===== src/hw/rtl/dft_pkg.sv =====
// Shared constants and types for the DALI forward-frame transmitter.
package dft_pkg;

    // Frame layout
    localparam int unsigned FRAME_BITS   = 17;
    localparam int unsigned HALF_W       = 6;
    localparam logic [HALF_W-1:0] FRAME_HALVES = 6'd34;
    localparam logic [7:0]  ADDR_MAX     = 8'h3F;
    localparam logic [7:0]  FLAG_MAX     = 8'h01;

    // Configuration register defaults
    localparam logic [15:0] HALF_RESET   = 16'd416;

    // Configuration register indexes
    localparam logic REG_HALF_BIT_TICKS = 1'b0;
    localparam logic REG_ACTIVE_HIGH    = 1'b1;

    // Request status codes
    typedef enum logic [1:0] {
        STATUS_NONE     = 2'd0,
        STATUS_ACCEPTED = 2'd1,
        STATUS_INVALID  = 2'd2,
        STATUS_BUSY     = 2'd3
    } req_status_t;

endpackage


===== src/hw/rtl/dali_forward_frame_tx.sv =====
// DALI forward-frame Manchester transmitter, one tick item per clock while the output is not stalled.
//
//  channel  | handshake            | payload
//  ---------+----------------------+-----------------------------------------------
//  input    | in_valid / in_stall  | send_request, group_flag, target_address,
//           |                      | command_type, data_byte (one timer tick)
//  output   | out_valid / out_stall| tx_line, busy_res, request_status
//  config   | APB (psel, penable)  | 0x0 half_bit_ticks, 0x4 active_high
//
// The frame state and the result register are updated at the edge that accepts a
// tick item, so one item enters every clock unless the held result is stalled.
// The result register is the only buffer; the input stalls only while a held
// result is itself stalled. Reset clears the frame state to idle and loads the
// register defaults. A frame lasts 34 * max(half_bit_ticks, 1) accepted items.
module dali_forward_frame_tx #(
    parameter int unsigned TIMER_WIDTH = 16
) (
    input  logic        clk,
    input  logic        rst_n,

    input  logic        in_valid,
    output logic        in_stall,
    input  logic        send_request,
    input  logic [7:0]  group_flag,
    input  logic [7:0]  target_address,
    input  logic [7:0]  command_type,
    input  logic [7:0]  data_byte,

    output logic        out_valid,
    input  logic        out_stall,
    output logic        tx_line,
    output logic        busy_res,
    output logic [1:0]  request_status,

    input  logic        psel,
    input  logic        penable,
    input  logic        pwrite,
    input  logic [2:0]  paddr,
    input  logic [31:0] pwdata,
    output logic [31:0] prdata,
    output logic        pready
);
    import dft_pkg::*;

    localparam int unsigned LIM_W = ((TIMER_WIDTH > 16) ? TIMER_WIDTH : 16) + 1;
    localparam logic [LIM_W-1:0] LIM_TOP = LIM_W'(1) << TIMER_WIDTH;
    localparam logic [LIM_W-1:0] LIM_ONE = LIM_W'(1);

    // Configuration registers
    logic [15:0]            half_ticks_reg;
    logic                   active_high_reg;

    // Frame state
    logic [FRAME_BITS-1:0]  shift_reg, shift_next;
    logic [HALF_W-1:0]      half_idx_reg, half_idx_next;
    logic [TIMER_WIDTH-1:0] tick_reg, tick_next;
    logic                   sending_reg, sending_next;

    // Result register
    logic                   out_valid_reg;
    logic                   tx_line_reg, tx_line_next;
    logic                   busy_reg, busy_next;
    req_status_t            status_reg, status_next;

    logic                   in_accept;
    logic                   cfg_write;
    logic [LIM_W-1:0]       half_limit;
    logic [LIM_W-1:0]       tick_plus;
    logic [FRAME_BITS-1:0]  ld_shift;
    logic [HALF_W-1:0]      idx_inc;
    logic                   fields_bad;
    logic                   cur_bit;
    logic                   lvl;

    assign in_stall  = out_valid_reg & out_stall;
    assign in_accept = in_valid & ~in_stall;
    assign out_valid      = out_valid_reg;
    assign tx_line        = tx_line_reg;
    assign busy_res       = busy_reg;
    assign request_status = status_reg;

    // Configuration port
    assign pready    = 1'b1;
    assign cfg_write = psel & penable & pwrite;

    always_comb
    begin
        case (paddr[2])
            REG_HALF_BIT_TICKS: prdata = {16'd0, half_ticks_reg};
            REG_ACTIVE_HIGH:    prdata = {31'd0, active_high_reg};
            default:            prdata = 32'd0;
        endcase
    end

    always_ff @(posedge clk or negedge rst_n)
    begin
        if (!rst_n)
        begin
            half_ticks_reg  <= HALF_RESET;
            active_high_reg <= 1'b0;
        end
        else if (cfg_write)
        begin
            if (paddr[2] == REG_HALF_BIT_TICKS)
                half_ticks_reg <= pwdata[15:0];
            else
                active_high_reg <= pwdata[0];
        end
    end

    // Clamp the half-bit length to 1 .. 2^TIMER_WIDTH
    always_comb
    begin
        half_limit = LIM_W'(half_ticks_reg);
        if (half_ticks_reg == 16'd0)
            half_limit = LIM_ONE;
        if (half_limit > LIM_TOP)
            half_limit = LIM_TOP;
    end

    // Build the frame: start bit, g,aaaaaa,c, data byte
    assign ld_shift   = {1'b1, group_flag[0], target_address[5:0], command_type[0], data_byte};
    assign fields_bad = (group_flag > FLAG_MAX) | (command_type > FLAG_MAX) |
                        (target_address > ADDR_MAX);

    // Tick step: take request, drive line, advance timer and half bit
    always_comb
    begin
        shift_next    = shift_reg;
        half_idx_next = half_idx_reg;
        tick_next     = tick_reg;
        sending_next  = sending_reg;
        status_next   = STATUS_NONE;

        if (send_request)
        begin
            if (sending_reg)
                status_next = STATUS_BUSY;
            else if (fields_bad)
                status_next = STATUS_INVALID;
            else
            begin
                shift_next    = ld_shift;
                half_idx_next = '0;
                tick_next     = '0;
                sending_next  = 1'b1;
                status_next   = STATUS_ACCEPTED;
            end
        end

        busy_next = sending_next;
        cur_bit   = shift_next[FRAME_BITS-1];
        lvl       = half_idx_next[0] ? cur_bit : ~cur_bit;
        if (sending_next)
            tx_line_next = lvl ^ active_high_reg;
        else
            tx_line_next = ~active_high_reg;

        tick_plus = LIM_W'(tick_next) + LIM_ONE;
        idx_inc   = half_idx_next + HALF_W'(1);
        if (sending_next)
        begin
            if (tick_plus >= half_limit)
            begin
                tick_next = '0;
                if (half_idx_next[0])
                    shift_next = {shift_next[FRAME_BITS-2:0], 1'b0};
                half_idx_next = idx_inc;
                if (idx_inc >= FRAME_HALVES)
                begin
                    sending_next  = 1'b0;
                    half_idx_next = '0;
                    shift_next    = '0;
                end
            end
            else
                tick_next = tick_plus[TIMER_WIDTH-1:0];
        end
    end

    // Advance frame state on each accepted tick
    always_ff @(posedge clk or negedge rst_n)
    begin
        if (!rst_n)
        begin
            shift_reg    <= '0;
            half_idx_reg <= '0;
            tick_reg     <= '0;
            sending_reg  <= 1'b0;
        end
        else if (in_accept)
        begin
            shift_reg    <= shift_next;
            half_idx_reg <= half_idx_next;
            tick_reg     <= tick_next;
            sending_reg  <= sending_next;
        end
    end

    // Hold the result until taken
    always_ff @(posedge clk or negedge rst_n)
    begin
        if (!rst_n)
            out_valid_reg <= 1'b0;
        else if (in_accept)
            out_valid_reg <= 1'b1;
        else if (!out_stall)
            out_valid_reg <= 1'b0;
    end

    always_ff @(posedge clk)
    begin
        if (in_accept)
        begin
            tx_line_reg <= tx_line_next;
            busy_reg    <= busy_next;
            status_reg  <= status_next;
        end
    end

endmodule


===== config.mk =====
export PLATFORM = sky130hd
export DESIGN_NAME = dali_forward_frame_tx
export DESIGN_NICKNAME = d
export VERILOG_FILES = /design/src/hw/rtl/dft_pkg.sv /design/src/hw/rtl/dali_forward_frame_tx.sv
export SDC_FILE = /design/constraint.sdc
export NUM_CORES = 1
export LEC_CHECK = 0
export ABC_AREA = 1
export BUFFER_PORTS_ARGS = -buffer_cell sky130_fd_sc_hd__buf_4
export CORE_MARGIN = 3
export CORE_UTILIZATION = 52
export CTS_BUF_LIST = sky130_fd_sc_hd__clkbuf_4 sky130_fd_sc_hd__clkbuf_8
export DETAILED_ROUTE_END_ITERATION = 16
export PLACE_DENSITY_LB_ADDON = 0.15
export SYNTH_ARGS = -nofsm -noshare
export SYNTH_HDL_FRONTEND = slang
export SYNTH_SLANG_ARGS = --single-unit

===== constraint.sdc =====
create_clock -name clk -period 7.7 [get_ports clk]
set_clock_uncertainty 0.2 [all_clocks]
set_input_delay 1.155 -clock clk [delete_from_list [all_inputs] [get_ports clk]]
set_output_delay 1.155 -clock clk [all_outputs]
set_load 0.01 [all_outputs]

==> summary.txt <==
Library cells used by synthesis: 46
Max reg flops: 17
P&R area growth vs syn: 17.5%
Maximum vdd drop: 131 uV
Synth top area share: 0.311
Chip width: 98.2 um
Maximum clock frequency: 0.188 GHz
Hold WC Path Type: flip-flop to flip-flop
Global route total overflow: 0
# hold bufs at CTS: 0
Max_cap viols: 0
Final Worst Setup Slack: 2.39 ns
# IOs: 114
Worst-case clock buffer depth: 2
Worst Path Max Fanout: 35
Clk slew on worst S/H paths: 0.07 ns
FP Rows: 33
Ys async rst share: 0.935
Initial Utilization: 0.538
Largest net degree at the start of global routing: 59
CTS sink cnt: 62
Final ANT Viol Nets: 0
Initial antenna violation count: 0
Vias per inst: 5.14
Hold WS: 0.283 ns
Worst slew pin tran: 0.959 ns
Power Total: 1440 uW
Synth Flop Type: dfrtp_1
Seq/Total Area, Yosys: 0.356
Die H: 98.2 um
Nets: 787
Slew Limit Fails: 0
Routed len/inst: 12.8 um
Placer congestion estimate: 0.882
Synth Register Bits: 62
Clk root buf: clkbuf_8
Critical path class: primary input to flip-flop
CTS resizes: 0
Post-Route WL: 10300 um
CTS tree: done
CTS Buf Count: 9
Core area: 8220 um2
HPWL after detailed placement: 7240 um
Period Utilization, post-route: 0.690
Cells after Synth: 625
Number of synthesized flops with an enable pin: 4
Relative slew slack: 0.359
Setup bufs post-CTS: 0
Cell Area, Synth: 4420 um2
Area leader, netlist: dfrtp_1
DR vias: 4130
# diodes: 0
Startpoint class of the critical path: primary input
Setup violators final: 0
DRT Pass-1 Iters: 5
H-tree levels: 3
Share of cells above drive strength 1: 0.186
Outcome: complete, no violations
Vias in the first global route: 4050
Req. time, crit path: 7.72 ns
GRT Total Usage: 0.224
PwrDens: 277 nW/um2
DRT iter0 DRCs: 265
CP Capture Type: flip-flop
FILL cells: 716
DP Area: 4960 um2
Final Instance Area: 5200 um2
Dominant cells by area after synthesis: dfrtp_1 31%, nand2_1 15%, nor2_1 7.1%, inv_1 5.7%, ha_1 5.4%
Tmin final: 5.31 ns
IO Port Bufs: 78
YS warnings: 0
Average size of a mapped cell: 7.07 um2
Worst slack, placed: 2.01 ns
Setup TNS: 0 ns
First-pass GRT wire length: 18200 um
Worst skew pair latency: 0.34 ns
DRC viols: 0
Fin. Hold Viols: 0
RSZ-0062 raised after global routing: no
DIE AREA: 9650 um2
Total leakage power: 0.00291 uW
Crit path arrival time: 5.33 ns
[cell usage in the layout (no fill, tap or decap), types with 4 or more instances in the layout]
cell type | netlist | routed
a21oi_1 | 23 | 23
buf_4 | 18 | 80
clkbuf_8 | 0 | 12
conb_1 | 2 | 17
dfrtp_1 | 55 | 55
edfxtp_1 | 4 | 4
ha_1 | 19 | 19
inv_1 | 67 | 67
inv_2 | 6 | 6
mux2i_1 | 4 | 4
nand2_1 | 181 | 181
nand2_2 | 6 | 6
nand3_1 | 36 | 36
nand4_1 | 10 | 10
nor2_1 | 84 | 83
nor2_2 | 4 | 5
o21ai_0 | 20 | 20
o21ai_1 | 6 | 6
o21bai_1 | 10 | 10
o22ai_1 | 6 | 6
xor2_1 | 11 | 11
[final cells by class]
class	count	area, um2	share of cell area
clock inverter	3	65.1	0.0125
timing repair buffer	80	601	0.116
multi-input combinational	465	2370	0.455
tap	105	131	0.0253
sequential	62	1580	0.303
clock buffer	13	173	0.0332
inverter	75	287	0.0551
[Yosys cell counts, types with 8 or more instances]
library cell / instances
nand3_1: 36
o21bai_1: 10
ha_1: 19
xor2_1: 11
a21oi_1: 23
dfrtp_1: 55
buf_4: 18
nor2_1: 84
o21ai_0: 20
inv_1: 67
nand4_1: 10
clkbuf_1: 8
nand2_1: 181
[worst paths after layout]
path                            slack [ns]            end     startpoint  cells after the start
worst max-delay path                  2.39   shift_reg[6]  group_flag[7]                     28
min in group asynchronous             0.68   tick_reg[14]          rst_n                      1
worst max register to register        2.95   shift_reg[6]    sending_reg                     25
worst min-delay path                  0.28  shift_reg[11]  shift_reg[11]                      2
worst min register to register        0.28  shift_reg[11]  shift_reg[11]                      2
max in group asynchronous             6.12   shift_reg[6]          rst_n                      1
[layer usage]
layer	global-route usage	vias up	routed length [um]
li1	-	2084	-
met1	0.312	1882	4680
met2	0.349	149	4790
met3	0.0457	15	680
met4	0.0798	0	141
met5	0	-	0
[metrics by stage]
| stage | std cells | util |
|---|---|---|
| after floorplan | 640 | - |
| after global placement | 787 | 0.604 |
| after detailed placement | 787 | 0.604 |
| after CTS | 803 | 0.633 |
| after global routing | 803 | 0.633 |
| final | 803 | 0.633 |
[power by group]
part / internal (uW) / switching (uW) / leakage [uW] / total [uW]
registers: 427 / 69.1 / 0.000769 / 496
clock network: 212 / 127 / 0.000123 / 339
logic: 236 / 369 / 0.00202 / 606
[worst max-delay path: stages]
cell	delay, ns
buf_4	0.07
nor2_1	0.03
nand2_1	0.09
nor2_2	0.06
nand4_4	0.07
buf_4	0.39
inv_4	0.25
nor2_1	0.25
ha_1	0.22
nand4_1	0.20
inv_2	0.15
nand4_1	0.13
or2_2	0.29
and2_1	0.16
inv_1	0.06
ha_1	0.23
a21oi_1	0.16
nor3_1	0.06
nor3_1	0.13
nand2_1	0.07
nand2_1	0.06
nand2_1	0.06
a21oi_1	0.20
nand2_2	0.20
nand3_2	0.30
nand2_1	0.11
nand3_1	0.08
nand2_1	0.05
[cell families (layout without fill, tap and decap cells)]
family	Yosys count	after routing	synth area share
flops	62	62	0.356
fa+ha+maj	19	19	0.0538
xor+xnor	12	12	0.0238
compound gates	72	72	0.0945
mux	4	4	0.00906
buf+inv	113	171	0.122
other cells	2	17	0.00170
simple gates	341	341	0.339
No activity file was read; power rests on OpenSTA's default activity.
